--- src/hdl/japanese_encoding_converter_top_defines.svh ---
// assertion macros for the japanese encoding converter
`ifndef JAPANESE_ENCODING_CONVERTER_TOP_DEFINES_SVH
`define JAPANESE_ENCODING_CONVERTER_TOP_DEFINES_SVH

`ifndef SYNTHESIS
`define JEC_ASSERT(name, clk, rst_n, prop, msg) \
    name: assert property (@(posedge clk) disable iff (!rst_n) (prop)) else $error(msg);
`define JEC_ASSERT_NEXT(name, clk, rst_n, ante, cons, msg) \
    name: assert property (@(posedge clk) disable iff (!rst_n) (ante) |=> (cons)) \
        else $error(msg);
`else
`define JEC_ASSERT(name, clk, rst_n, prop, msg)
`define JEC_ASSERT_NEXT(name, clk, rst_n, ante, cons, msg)
`endif

`endif

--- src/hdl/jec_pkg.sv ---
// shared types, constants and byte classes of the japanese encoding converter
package jec_pkg;

    localparam logic [7:0] ESC_BYTE    = 8'h1B;
    localparam logic [7:0] DOLLAR_BYTE = 8'h24;
    localparam logic [7:0] PAREN_BYTE  = 8'h28;
    localparam logic [7:0] LF_BYTE     = 8'h0A;
    localparam int         BURST_DEPTH = 7;

    typedef enum logic [2:0] {
        PK_NONE = 3'd0,
        PK_ESC  = 3'd1,
        PK_DOL  = 3'd2,
        PK_PAR  = 3'd3,
        PK_JIS  = 3'd4,
        PK_SJ   = 3'd5,
        PK_EU   = 3'd6
    } t_pend;

    typedef enum logic [1:0] {
        OC_JIS  = 2'd0,
        OC_SJIS = 2'd1,
        OC_EUC  = 2'd2
    } t_ocode;

    typedef enum logic [1:0] {
        CFG_OUTPUT_CODE     = 2'd0,
        CFG_KANJI_IN_FINAL  = 2'd1,
        CFG_KANJI_OUT_FINAL = 2'd2,
        CFG_PREFER_EUC      = 2'd3
    } t_cfg_idx;

    typedef struct packed {
        logic [1:0] output_code;
        logic [7:0] kanji_in_final;
        logic [7:0] kanji_out_final;
    } t_cfg;

    typedef struct packed {
        t_pend      pend;
        logic [7:0] held;
        logic [1:0] km;
        logic       pref;
    } t_state;

    typedef struct packed {
        logic [BURST_DEPTH-1:0][7:0] data;
        logic [2:0]                  cnt;
    } t_burst;

    typedef struct packed {
        logic eu2;
        logic eu1;
        logic sj2;
        logic sj1;
        logic jis;
        logic jout;
        logic jin;
    } t_class;

    function automatic t_class byte_class(input logic [7:0] c);
        t_class r;
        r = '0;
        if (c >= 8'h21 && c <= 8'h3F) begin
            r.jis = 1'b1;
        end else if (c == 8'h40) begin
            r.sj2 = 1'b1;
            r.jis = 1'b1;
            r.jin = 1'b1;
        end else if (c == 8'h42) begin
            r.sj2  = 1'b1;
            r.jis  = 1'b1;
            r.jout = 1'b1;
            r.jin  = 1'b1;
        end else if (c == 8'h48 || c == 8'h4A) begin
            r.sj2  = 1'b1;
            r.jis  = 1'b1;
            r.jout = 1'b1;
        end else if (c >= 8'h41 && c <= 8'h7E) begin
            r.sj2 = 1'b1;
            r.jis = 1'b1;
        end else if (c == 8'h80 || c == 8'hA0) begin
            r.sj2 = 1'b1;
        end else if (c >= 8'h81 && c <= 8'h9F) begin
            r.sj2 = 1'b1;
            r.sj1 = 1'b1;
        end else if (c >= 8'hA1 && c <= 8'hDF) begin
            r.eu2 = 1'b1;
            r.eu1 = 1'b1;
            r.sj2 = 1'b1;
        end else if (c >= 8'hE0 && c <= 8'hFC) begin
            r.eu2 = 1'b1;
            r.eu1 = 1'b1;
            r.sj2 = 1'b1;
            r.sj1 = 1'b1;
        end else if (c == 8'hFD || c == 8'hFE) begin
            r.eu2 = 1'b1;
            r.eu1 = 1'b1;
        end
        return r;
    endfunction

endpackage

--- src/hdl/jec_ifs.sv ---
// handshake channel interfaces: input bytes, output bytes, configuration writes
interface jec_in_if;
    logic       valid;
    logic       ready;
    logic       op;
    logic [7:0] in_byte;
    modport source (output valid, output op, output in_byte, input ready);
    modport sink (input valid, input op, input in_byte, output ready);
endinterface

interface jec_out_if;
    logic       valid;
    logic       ready;
    logic [7:0] out_byte;
    logic       last;
    modport source (output valid, output out_byte, output last, input ready);
    modport sink (input valid, input out_byte, input last, output ready);
endinterface

interface jec_cfg_if;
    logic       valid;
    logic       ready;
    logic [1:0] idx;
    logic [7:0] data;
    modport source (output valid, output idx, output data, input ready);
    modport sink (input valid, input idx, input data, output ready);
endinterface

--- src/hdl/japanese_encoding_converter_top.sv ---
// top level of the japanese encoding converter
`include "japanese_encoding_converter_top_defines.svh"

// Converts a Japanese text byte stream (JIS escapes, Shift-JIS or EUC pairs) into
// the encoding selected by output_code. An input transaction is taken into an input
// register, translated in one pass into a burst of zero to seven result bytes, and
// the burst is loaded into the output register while the decode state updates. The
// output register sends one byte per cycle while the receiver is ready, and a burst
// holds the input side until its last byte is taken; inputs that yield zero or one
// byte flow at one per cycle while the receiver is ready. The first result byte is
// offered once its input has passed the input register and the output register.
// Configuration writes are always accepted and take effect on the next cycle.
module japanese_encoding_converter_top (
    input  logic      i_clk,
    input  logic      i_rst_n,
    jec_cfg_if.sink   i_cfg,
    jec_in_if.sink    i_in,
    jec_out_if.source o_out
);
    import jec_pkg::*;

    logic       r_iv;
    logic       r_op;
    logic [7:0] r_byte;
    t_cfg       r_cfg;
    logic       cfg_wr;
    logic       pref_wr;
    logic       free;
    logic       advance;
    logic       load;
    t_burst     burst;

    assign advance    = r_iv & free;
    assign load       = advance & (burst.cnt != 3'd0);
    assign i_in.ready = !r_iv | free;
    assign i_cfg.ready = 1'b1;
    assign cfg_wr     = i_cfg.valid & i_cfg.ready;
    assign pref_wr    = cfg_wr & (i_cfg.idx == CFG_PREFER_EUC);

    always_ff @(posedge i_clk) begin
        if (!i_rst_n) begin
            r_iv <= 1'b0;
        end else if (i_in.ready) begin
            r_iv <= i_in.valid;
        end
    end

    always_ff @(posedge i_clk) begin
        if (i_in.valid && i_in.ready) begin
            r_op   <= i_in.op;
            r_byte <= i_in.in_byte;
        end
    end

    always_ff @(posedge i_clk) begin
        if (!i_rst_n) begin
            r_cfg.output_code     <= OC_SJIS;
            r_cfg.kanji_in_final  <= 8'h42;
            r_cfg.kanji_out_final <= 8'h4A;
        end else if (cfg_wr) begin
            unique case (t_cfg_idx'(i_cfg.idx))
                CFG_OUTPUT_CODE:     r_cfg.output_code     <= i_cfg.data[1:0];
                CFG_KANJI_IN_FINAL:  r_cfg.kanji_in_final  <= i_cfg.data;
                CFG_KANJI_OUT_FINAL: r_cfg.kanji_out_final <= i_cfg.data;
                CFG_PREFER_EUC: begin
                    // loads the running preference inside the decoder
                end
            endcase
        end
    end

    jec_xlate u_xlate (
        .i_clk      (i_clk),
        .i_rst_n    (i_rst_n),
        .i_go       (advance),
        .i_op       (r_op),
        .i_byte     (r_byte),
        .i_cfg      (r_cfg),
        .i_pref_wr  (pref_wr),
        .i_pref_val (i_cfg.data[0]),
        .o_burst    (burst)
    );

    jec_burst u_burst (
        .i_clk   (i_clk),
        .i_rst_n (i_rst_n),
        .i_load  (load),
        .i_burst (burst),
        .o_free  (free),
        .o_out   (o_out)
    );

    `JEC_ASSERT_NEXT(a_in_hold, i_clk, i_rst_n, r_iv && !free, r_iv && $stable(r_byte) && $stable(r_op), "stalled input lost")

endmodule

--- src/hdl/jec_xlate.sv ---
// decode state registers and single-pass translation of one byte into an output burst
module jec_xlate (
    input  logic           i_clk,
    input  logic           i_rst_n,
    input  logic           i_go,
    input  logic           i_op,
    input  logic [7:0]     i_byte,
    input  jec_pkg::t_cfg  i_cfg,
    input  logic           i_pref_wr,
    input  logic           i_pref_val,
    output jec_pkg::t_burst o_burst
);
    import jec_pkg::*;

    t_state     r_state;
    t_state     n_state;
    t_class     cls;
    t_pend      pk;
    logic       pre_out;
    logic       pre_in;
    logic       post_in;
    logic [1:0] nb;
    logic [7:0] b0;
    logic [7:0] b1;
    logic       pair_go;
    logic [7:0] pair_hi;
    logic [7:0] pair_lo;
    logic [7:0] sj_base;
    logic [7:0] sj_hi;
    logic [7:0] sj_lo;
    logic [7:0] lo_dec;
    logic [8:0] lo_sum;
    logic [8:0] hi_diff;
    logic [7:0] hi_s;
    logic [2:0] v_n;
    t_burst     v_b;

    // shift-jis pair back to jis row and cell
    always_comb begin
        sj_base = r_state.held - ((r_state.held <= 8'h9F) ? 8'h71 : 8'hB1);
        lo_dec  = (i_byte > 8'h7F) ? (i_byte - 8'd1) : i_byte;
        if (lo_dec >= 8'h9E) begin
            sj_lo = lo_dec - 8'h7D;
            sj_hi = {sj_base[6:0], 1'b1} + 8'd1;
        end else begin
            sj_lo = lo_dec - 8'h1F;
            sj_hi = {sj_base[6:0], 1'b1};
        end
    end

    // main decode
    always_comb begin
        cls     = byte_class(i_byte);
        n_state = r_state;
        pk      = r_state.pend;
        pre_out = 1'b0;
        pre_in  = 1'b0;
        post_in = 1'b0;
        nb      = 2'd0;
        b0      = i_byte;
        b1      = i_byte;
        pair_go = 1'b0;
        pair_hi = r_state.held;
        pair_lo = i_byte;
        if (i_op) begin
            pre_out      = (r_state.km != 2'd0);
            n_state.pend = PK_NONE;
            n_state.held = 8'd0;
            n_state.km   = 2'd0;
        end else if (i_byte == ESC_BYTE) begin
            n_state.pend = PK_ESC;
        end else if (pk == PK_ESC) begin
            if (i_byte == DOLLAR_BYTE) begin
                n_state.pend = PK_DOL;
            end else if (i_byte == PAREN_BYTE) begin
                n_state.pend = PK_PAR;
            end else begin
                n_state.pend = PK_NONE;
                nb = 2'd2;
                b0 = ESC_BYTE;
            end
        end else if (pk == PK_DOL && cls.jin) begin
            n_state.km   = 2'd3;
            n_state.pend = PK_NONE;
            pre_in       = 1'b1;
        end else if (pk == PK_PAR && cls.jout) begin
            n_state.km   = 2'd0;
            n_state.pend = PK_NONE;
            pre_out      = 1'b1;
        end else if (pk == PK_SJ && cls.sj2) begin
            n_state.pend  = PK_NONE;
            pre_in        = !r_state.km[1];
            n_state.km[1] = 1'b1;
            pair_go       = 1'b1;
            pair_hi       = sj_hi;
            pair_lo       = sj_lo;
            n_state.pref  = 1'b0;
        end else if (pk == PK_EU && cls.eu2) begin
            n_state.pend  = PK_NONE;
            pre_in        = !r_state.km[1];
            n_state.km[1] = 1'b1;
            pair_go       = 1'b1;
            pair_hi       = {1'b0, r_state.held[6:0]};
            pair_lo       = {1'b0, i_byte[6:0]};
            n_state.pref  = 1'b1;
        end else begin
            // an unmatched lead is dropped
            if (pk == PK_SJ || pk == PK_EU) begin
                pk = PK_NONE;
            end
            n_state.pend = pk;
            if (cls.jis) begin
                if (r_state.km[0]) begin
                    if (pk == PK_JIS) begin
                        pair_go      = 1'b1;
                        n_state.pend = PK_NONE;
                    end else begin
                        n_state.held = i_byte;
                        n_state.pend = PK_JIS;
                    end
                end else begin
                    pre_out       = r_state.km[1];
                    n_state.km[1] = 1'b0;
                    nb            = 2'd1;
                end
            end else if (cls.eu1 && (r_state.pref || !cls.sj1)) begin
                n_state.pend = PK_EU;
                n_state.held = i_byte;
            end else if (cls.sj1) begin
                n_state.pend = PK_SJ;
                n_state.held = i_byte;
            end else if (i_byte == LF_BYTE && i_cfg.output_code == OC_JIS
                         && r_state.km[1]) begin
                pre_out = 1'b1;
                nb      = 2'd1;
                post_in = 1'b1;
            end else begin
                pre_out    = (r_state.km != 2'd0);
                n_state.km = 2'd0;
                nb         = 2'd1;
            end
        end

        // pair in the selected encoding
        lo_sum  = {1'b0, pair_lo} + (pair_hi[0] ? 9'h01F : 9'h07D);
        if (lo_sum >= 9'h07F) begin
            lo_sum = lo_sum + 9'd1;
        end
        hi_diff = {1'b0, pair_hi} - 9'h021;
        hi_s    = hi_diff[8:1] + 8'h81;
        if (pair_go) begin
            unique case (i_cfg.output_code)
                OC_EUC: begin
                    nb = 2'd2;
                    b0 = pair_hi | 8'h80;
                    b1 = pair_lo | 8'h80;
                end
                OC_SJIS: begin
                    nb = 2'd2;
                    b0 = hi_s + ((hi_diff[8] || hi_s > 8'h9F) ? 8'h40 : 8'h00);
                    b1 = lo_sum[7:0];
                end
                OC_JIS: begin
                    nb = 2'd2;
                    b0 = pair_hi;
                    b1 = pair_lo;
                end
                default: begin
                    nb = 2'd0;
                end
            endcase
        end

        // escapes only in jis output
        if (i_cfg.output_code != OC_JIS) begin
            pre_out = 1'b0;
            pre_in  = 1'b0;
            post_in = 1'b0;
        end

        v_n = 3'd0;
        v_b = '0;
        if (pre_out) begin
            v_b.data[0] = ESC_BYTE;
            v_b.data[1] = PAREN_BYTE;
            v_b.data[2] = i_cfg.kanji_out_final;
            v_n         = 3'd3;
        end else if (pre_in) begin
            v_b.data[0] = ESC_BYTE;
            v_b.data[1] = DOLLAR_BYTE;
            v_b.data[2] = i_cfg.kanji_in_final;
            v_n         = 3'd3;
        end
        if (nb != 2'd0) begin
            v_b.data[v_n] = b0;
            v_n           = v_n + 3'd1;
        end
        if (nb == 2'd2) begin
            v_b.data[v_n] = b1;
            v_n           = v_n + 3'd1;
        end
        if (post_in) begin
            v_b.data[v_n]        = ESC_BYTE;
            v_b.data[v_n + 3'd1] = DOLLAR_BYTE;
            v_b.data[v_n + 3'd2] = i_cfg.kanji_in_final;
            v_n                  = v_n + 3'd3;
        end
        v_b.cnt = v_n;
        o_burst = v_b;
    end

    always_ff @(posedge i_clk) begin
        if (!i_rst_n) begin
            r_state.pend <= PK_NONE;
            r_state.held <= 8'd0;
            r_state.km   <= 2'd0;
            r_state.pref <= 1'b1;
        end else begin
            if (i_go) begin
                r_state.pend <= n_state.pend;
                r_state.held <= n_state.held;
                r_state.km   <= n_state.km;
            end
            if (i_pref_wr) begin
                r_state.pref <= i_pref_val;
            end else if (i_go) begin
                r_state.pref <= n_state.pref;
            end
        end
    end

endmodule

--- src/hdl/jec_burst.sv ---
// output register that hands out a burst of result bytes one transaction at a time
`include "japanese_encoding_converter_top_defines.svh"

module jec_burst (
    input  logic            i_clk,
    input  logic            i_rst_n,
    input  logic            i_load,
    input  jec_pkg::t_burst i_burst,
    output logic            o_free,
    jec_out_if.source       o_out
);
    import jec_pkg::*;

    logic       r_valid;
    logic [2:0] r_idx;
    t_burst     r_burst;
    logic       at_end;
    logic       take;
    logic       fin;

    assign at_end = (r_idx == (r_burst.cnt - 3'd1));
    assign take   = r_valid & o_out.ready;
    assign fin    = take & at_end;
    assign o_free = !r_valid | fin;

    assign o_out.valid    = r_valid;
    assign o_out.out_byte = r_burst.data[r_idx];
    assign o_out.last     = at_end;

    always_ff @(posedge i_clk) begin
        if (!i_rst_n) begin
            r_valid <= 1'b0;
            r_idx   <= 3'd0;
        end else if (i_load) begin
            r_valid <= 1'b1;
            r_idx   <= 3'd0;
        end else if (fin) begin
            r_valid <= 1'b0;
        end else if (take) begin
            r_idx <= r_idx + 3'd1;
        end
    end

    always_ff @(posedge i_clk) begin
        if (i_load) begin
            r_burst <= i_burst;
        end
    end

    `JEC_ASSERT(a_idx_in_range, i_clk, i_rst_n, r_valid |-> (r_idx < r_burst.cnt), "index past burst")
    `JEC_ASSERT(a_load_when_free, i_clk, i_rst_n, i_load |-> o_free, "burst overwritten")
    `JEC_ASSERT_NEXT(a_drain, i_clk, i_rst_n, fin && !i_load, !r_valid, "burst not retired")

endmodule

--- src/flat_wrapper.sv ---
// flat-port wrapper written by rule: the top's interface ports become plain ports
module japanese_encoding_converter_top_flat import jec_pkg::*;
  (i_clk, i_rst_n, i_cfg_valid, i_cfg_idx, i_cfg_data, i_cfg_ready, i_in_valid, i_in_op, i_in_in_byte, i_in_ready, o_out_valid, o_out_out_byte, o_out_last, o_out_ready);
  jec_cfg_if i_cfg_i ();
  jec_in_if i_in_i ();
  jec_out_if o_out_i ();
  input  logic i_clk;
  input  logic i_rst_n;
  input wire logic [$bits(i_cfg_i.valid)-1:0] i_cfg_valid;
  input wire logic [$bits(i_cfg_i.idx)-1:0] i_cfg_idx;
  input wire logic [$bits(i_cfg_i.data)-1:0] i_cfg_data;
  output wire logic [$bits(i_cfg_i.ready)-1:0] i_cfg_ready;
  input wire logic [$bits(i_in_i.valid)-1:0] i_in_valid;
  input wire logic [$bits(i_in_i.op)-1:0] i_in_op;
  input wire logic [$bits(i_in_i.in_byte)-1:0] i_in_in_byte;
  output wire logic [$bits(i_in_i.ready)-1:0] i_in_ready;
  output wire logic [$bits(o_out_i.valid)-1:0] o_out_valid;
  output wire logic [$bits(o_out_i.out_byte)-1:0] o_out_out_byte;
  output wire logic [$bits(o_out_i.last)-1:0] o_out_last;
  input wire logic [$bits(o_out_i.ready)-1:0] o_out_ready;
  assign i_cfg_i.valid = i_cfg_valid;
  assign i_cfg_i.idx = i_cfg_idx;
  assign i_cfg_i.data = i_cfg_data;
  assign i_cfg_ready = i_cfg_i.ready;
  assign i_in_i.valid = i_in_valid;
  assign i_in_i.op = i_in_op;
  assign i_in_i.in_byte = i_in_in_byte;
  assign i_in_ready = i_in_i.ready;
  assign o_out_valid = o_out_i.valid;
  assign o_out_out_byte = o_out_i.out_byte;
  assign o_out_last = o_out_i.last;
  assign o_out_i.ready = o_out_ready;
  japanese_encoding_converter_top u_core (.i_clk(i_clk), .i_rst_n(i_rst_n), .i_cfg(i_cfg_i), .i_in(i_in_i), .o_out(o_out_i));
endmodule
--- config.mk ---
export PLATFORM = sky130hd
export DESIGN_NAME = japanese_encoding_converter_top_flat
export DESIGN_NICKNAME = d
export VERILOG_FILES = /design/src/hdl/jec_pkg.sv /design/src/hdl/jec_ifs.sv /design/src/hdl/japanese_encoding_converter_top.sv /design/src/hdl/jec_xlate.sv /design/src/hdl/jec_burst.sv /design/src/flat_wrapper.sv
export VERILOG_INCLUDE_DIRS = /design/src /design/src/hdl
export SDC_FILE = /design/constraint.sdc
export NUM_CORES = 1
export LEC_CHECK = 0
export ABC_CLOCK_PERIOD_IN_PS = 9200
export BUFFER_PORTS_ARGS = -buffer_cell sky130_fd_sc_hd__buf_2
export CAP_MARGIN = 20
export CORE_MARGIN = 2
export CORE_UTILIZATION = 62
export CTS_BUF_LIST = sky130_fd_sc_hd__clkbuf_4
export DETAILED_ROUTE_END_ITERATION = 12
export HOLD_SLACK_MARGIN = 0.02
export PLACE_DENSITY = 0.8
export REMOVE_ABC_BUFFERS = 1
export SKIP_LAST_GASP = 1
export SYNTH_ARGS = -nofsm -noshare
export SYNTH_HDL_FRONTEND = slang
export SYNTH_HIERARCHICAL = 1
export SYNTH_SLANG_ARGS = --single-unit
--- constraint.sdc ---
create_clock -name i_clk -period 9.2 [get_ports i_clk]
set_input_delay 1.84 -clock i_clk [delete_from_list [all_inputs] [get_ports i_clk]]
set_output_delay 1.84 -clock i_clk [all_outputs]
set_load 0.03 [all_outputs]
**Word level (Yosys, flattened, before mapping)**

Cells that the tools add are included.

- Bits in writable memories: 0
- ROM bits: 0
- Bits in latches: 0
- Memories: 0
- Register bits after elaboration: 105
- Output and inout bits: 12

- Reductions and logical operators: 48
- Divide/modulo/power cells: 0
- Shifts and indexed selects: 0
- Muxes and demuxes: 195
- Order comparisons: 26
- Add/subtract/negate cells: 17
- Equal/unequal tests: 48
- Bitwise logic cells: 15
- Multipliers: 0

Operators with widths:

| cell | count |
|---|---|
| 8-bit two-way mux | 36 |
| 56-bit bitwise mux | 3 |
| 56-bit two-way mux | 3 |
| 8-bit demux with 3-bit select | 5 |
| 1-bit two-way mux | 80 |
| 2-bit two-way mux | 33 |
| 3-bit two-way mux | 19 |
| 11-bit two-way mux | 5 |
| 24-bit two-way mux | 2 |
| 8-bit case mux with 3 select lines | 2 |
| 42-bit AND | 1 |
| 42-bit NOT | 1 |
| 8-bit by 7-bit equality test with 1-bit output (second input constant) | 4 |
| 8-bit equality test (second input constant) | 4 |
| 8-bit >= comparator (second input constant) | 4 |
| 8-bit less-or-equal comparator (second input constant) | 4 |
| 28-bit AND | 1 |
| 28-bit NOT | 1 |
| 28-bit bitwise OR | 1 |
| 8-bit binary-select mux with 3-bit select | 1 |
| 3-bit by 4-bit < comparator with 1-bit output (second input constant) | 6 |
| 7-bit two-way mux | 3 |
| 2-bit by 1-bit != test with 1-bit output (second input constant) | 10 |
| 1-bit logical AND | 18 |
| other kinds (54) | 102 |

**Longest topological paths before layout**

- Depth in word-level cells: 45
- Mapped depth: 26

**Cells and area by module**

Netlist, hierarchy kept.

Modules (own cells, without submodules):

| module | cells each | times used | area each (um^2) |
|---|---|---|---|
| jec_xlate | 881 | 1 | 5693.0 |
| jec_burst | 141 | 1 | 2596.2 |
| japanese_encoding_converter_top | 92 | 1 | 1077.3 |

**Worst setup path after synthesis**

Ideal clock, no wire load.

- Kind: register to register
- Start point: register u_core.r_byte[0]
- End point: register u_core.u_burst.r_idx[2]
- Data required time: 9.072 ns
- Path slack: 2.230 ns
- Stages on the path, launching flop included: 22
- Clock period less this slack: 6.970 ns
- Setup time: 0.128 ns
- Arrival time: 6.842 ns
- Buffers on the path: 3
- Cell sequence: edfxtp_1 -> clkbuf_1 -> inv_1 -> ha_1 -> clkbuf_1 -> nor2_1 -> a31o_2 -> o2bb2ai_1 -> o21ai_1 -> a221o_1 -> a2111oi_2 -> or2_2 -> clkbuf_1 -> inv_1 -> ha_1 -> mux2i_1 -> ha_1 -> mux2i_1 -> o31a_1 -> nor2b_1 -> o211ai_1 -> nand4b_1

RTL lines:

| element | RTL line | source |
|---|---|---|
| start, declared | japanese_encoding_converter_top.sv:24 | `logic [7:0] r_byte;` |
| start signal, assigned | japanese_encoding_converter_top.sv:51 | `r_byte <= i_in.in_byte;` |
| end signal, assigned | jec_burst.sv:40 | `r_idx <= r_idx + 3'd1;` |
| end, declared | jec_burst.sv:15 | `logic [2:0] r_idx;` |

==> out/results.ini <==
[final_layout]
syn2layout_area_growth_pct=3.98
register_area_mm2=0.00278
fin_nets=1158
instances_no_fill=1294
nFillCells=1299
layout_common_cells=nand2_1 (101), nor2_1 (84), a21oi_1 (82)
final_area_mm2=0.00974
drive_gt1_frac=0.0975
multi_input_area_mm2=0.00610
layout_commonest_cell=nand2_1

[grt]
grt.total_usage=0.380
grt.overflow.total=0
grt_pass1_vias=8329
grt_pass1_wl_um=47700
grt_max_degree=47
antenna_found_initial=1

[place]
dp_cells=1274
hpwlAfterDp_um=23000
portBuffers=34
placed_area_mm2=0.00956
gp_congestion=1.04
dp_slack_ns=2.06

[clock_tree]
cts_tree=yes
root_buffer=clkbuf_4
numClockSinks=105
cts.htree.levels=3
cts_buffer_depth=2
cts_hold_buf=0
numCtsBuffers=9
clk_pin_slew_ns=0.18
cts_setup_buffers=0
cts-resized-gates=0
clock_latency_ns=0.54

[floorplan]
row_count=44
core_mm2=0.0146
initial_utilization=0.640
die_area_mm2=0.0161
die_h_um=127
io_pins=36
die_w_um=127

[logic_synthesis]
synth_area_mm2=0.00937
ys_warn_count=6
ys_top_cells_by_area=edfxtp_1 (22%), dfxtp_1 (7.9%), a21oi_1 (4.4%)
synthFlopType=edfxtp_1
synth_top_area_share=0.218
yosysSeqAreaShare=0.297
synth_edf_count=68
ys_async_sr_fraction=0
synthCells=1114
synth-seq-cells=105
synth_area_leader_cell=edfxtp_1
synthDistinctLibCells=97
avgSynthCellArea_um2=8.41

[critical_path]
path_class=flop to flop
crit_chain=nor3_2, a21oi_1, o2bb2ai_1, o21ai_1, a21oi_1, nor4b_2, or2_2, inv_1, ha_1, mux2i_1, ha_1, mux2i_1, o31a_2, buf_4
cp_top_family=simple AND/OR/NAND/NOR gates
worstSetupEndpoint=u_core/u_burst/r_burst[12]
r2r_setup_slack_ns=1.76
cp-start-kind=flop
startpoint=u_core/r_byte[3]
crit_arrival_ns=7.62
worst-path-stages=14
cpPeakStageDelay_ns=0.96
worst-path-max-fanout=38
worst-endpoint-required_ns=9.39
cp-end-kind=flop
rr_startpoint=u_core/r_byte[3]
ff2ff_path_depth=14
worstReg2RegEnd=u_core/u_burst/r_burst[12]
critical_path_buf_inv_count=2
cp_slowest_cell=nor4b_2

[detailed_routing]
avgViaCountPerCell=7.22
antenna_left=0
drt-met1-wl_um=13100
drc=0
top_layer=met4
num_vias=9343
met3_wirelength_um=4200
first_pass_iters=10
wl_um=30800
drtIter0Drc=1431
wl_per_cell_um=23.8
met2_wirelength_um=13000

[run]
drv_cap=0

[timing]
max_freq_mhz=134
period_share=0.808
hold_ws_ns=0.493
worst_pin_slew_ns=1.21
slew_headroom=0.188
rsz0062_at_grt=false
setup_viol=0
setup_tns_ns=0
skew_ns=0.0310
hold_viol=0
min_period_ns=7.44
setup_ws_ns=1.76
slew_violations=0

[power]
power_density_mw_per_mm2=107
p_leak_uw=0.00349
peakVddDrop_mv=0.0887

[status]
status=completed

[worst_hold_path]
hold_class=flop to flop

-- worst min-delay path by stage --
stage / end / depth (start not counted) / slack (ns) / from
floorplan: u_core/r_cfg[4] / 2 / 0.43 / u_core/r_cfg[4]
global placement: u_core/r_cfg[7] / 2 / 0.45 / u_core/r_cfg[7]
detailed placement: u_core/r_cfg[0] / 2 / 0.47 / u_core/r_cfg[0]
CTS: u_core/r_cfg[0] / 2 / 0.50 / u_core/r_cfg[0]
global route: u_core/r_cfg[7] / 2 / 0.52 / u_core/r_cfg[7]
finish: u_core/r_cfg[2] / 2 / 0.49 / u_core/r_cfg[2]
-- layout make-up --
class	count	area share
repair buffers	52	0.0334
multi-input cells	894	0.626
flip-flops and latches	105	0.286
clock buffers	9	0.00694
clock inverters	7	0.00758
diodes	2	0.000514
inverters	41	0.0158
well taps	184	0.0236
-- flip-flops by register name, indices dropped and copies added (netlist names) --
register	cells
u_core/u_burst/r_burst	59
u_core/r_iv	1
u_core/u_burst/r_idx	3
u_core/u_xlate/r_state	14
u_core/r_cfg	18
u_core/r_byte	8
u_core/r_op	1
u_core/u_burst/o_out.valid	1
-- worst min-delay path: cells and delay by family, from the launching register on --
| family | cells | cell delay, ns |
|---|---|---|
| DFF | 1 | 0.36 |
| and+or+nand+nor | 1 | 0.06 |
| muxes | 1 | 0.05 |
-- cells by family after synthesis --
logic type,share of synthesized area
XOR/XNOR,0.0401
buffers and inverters,0.0524
flip-flops,0.297
AO/OA/AOI/OAI,0.273
other,0.000400
adder cells (fa/ha/maj),0.0430
AND/OR/NAND/NOR,0.232
multiplexers,0.0622
-- stage by stage --
step / util / power [uW]
global placement: 0.653 / 775
detailed placement: 0.653 / 776
floorplan: - / 703
CTS: 0.662 / 1030
finish: 0.665 / 1040
global route: 0.665 / 1070
-- Yosys cell counts, drive strengths merged, types with 17 or more instances --
master  number
a21oi       83
nand2      101
nand3       44
xnor2       25
o21ai       58
nor2        84
o211ai      18
inv         40
dfxtp       37
a31oi       17
nor3        30
nand2b      24
buf         26
o22ai       18
edfxtp      68
a211oi      18
nor2b       20
clkbuf      48
mux2i       38
ha          29
-- per-layer routing --
metal  vias up  global-route usage
met5         -                   0
li1       4223                   -
met2       668               0.550
met1      4395               0.584
met4         0              0.0782
met3        57              0.0852
-- power breakdown --
group / internal [uW] / leakage [uW] / switching (uW)
Combinational: 83.8 / 0.00244 / 155
Clock: 66.5 / 0.0000785 / 194
Sequential: 516 / 0.000972 / 23.0
Total: 666 / 0.00349 / 372
Power figures use the tool's default switching activity.
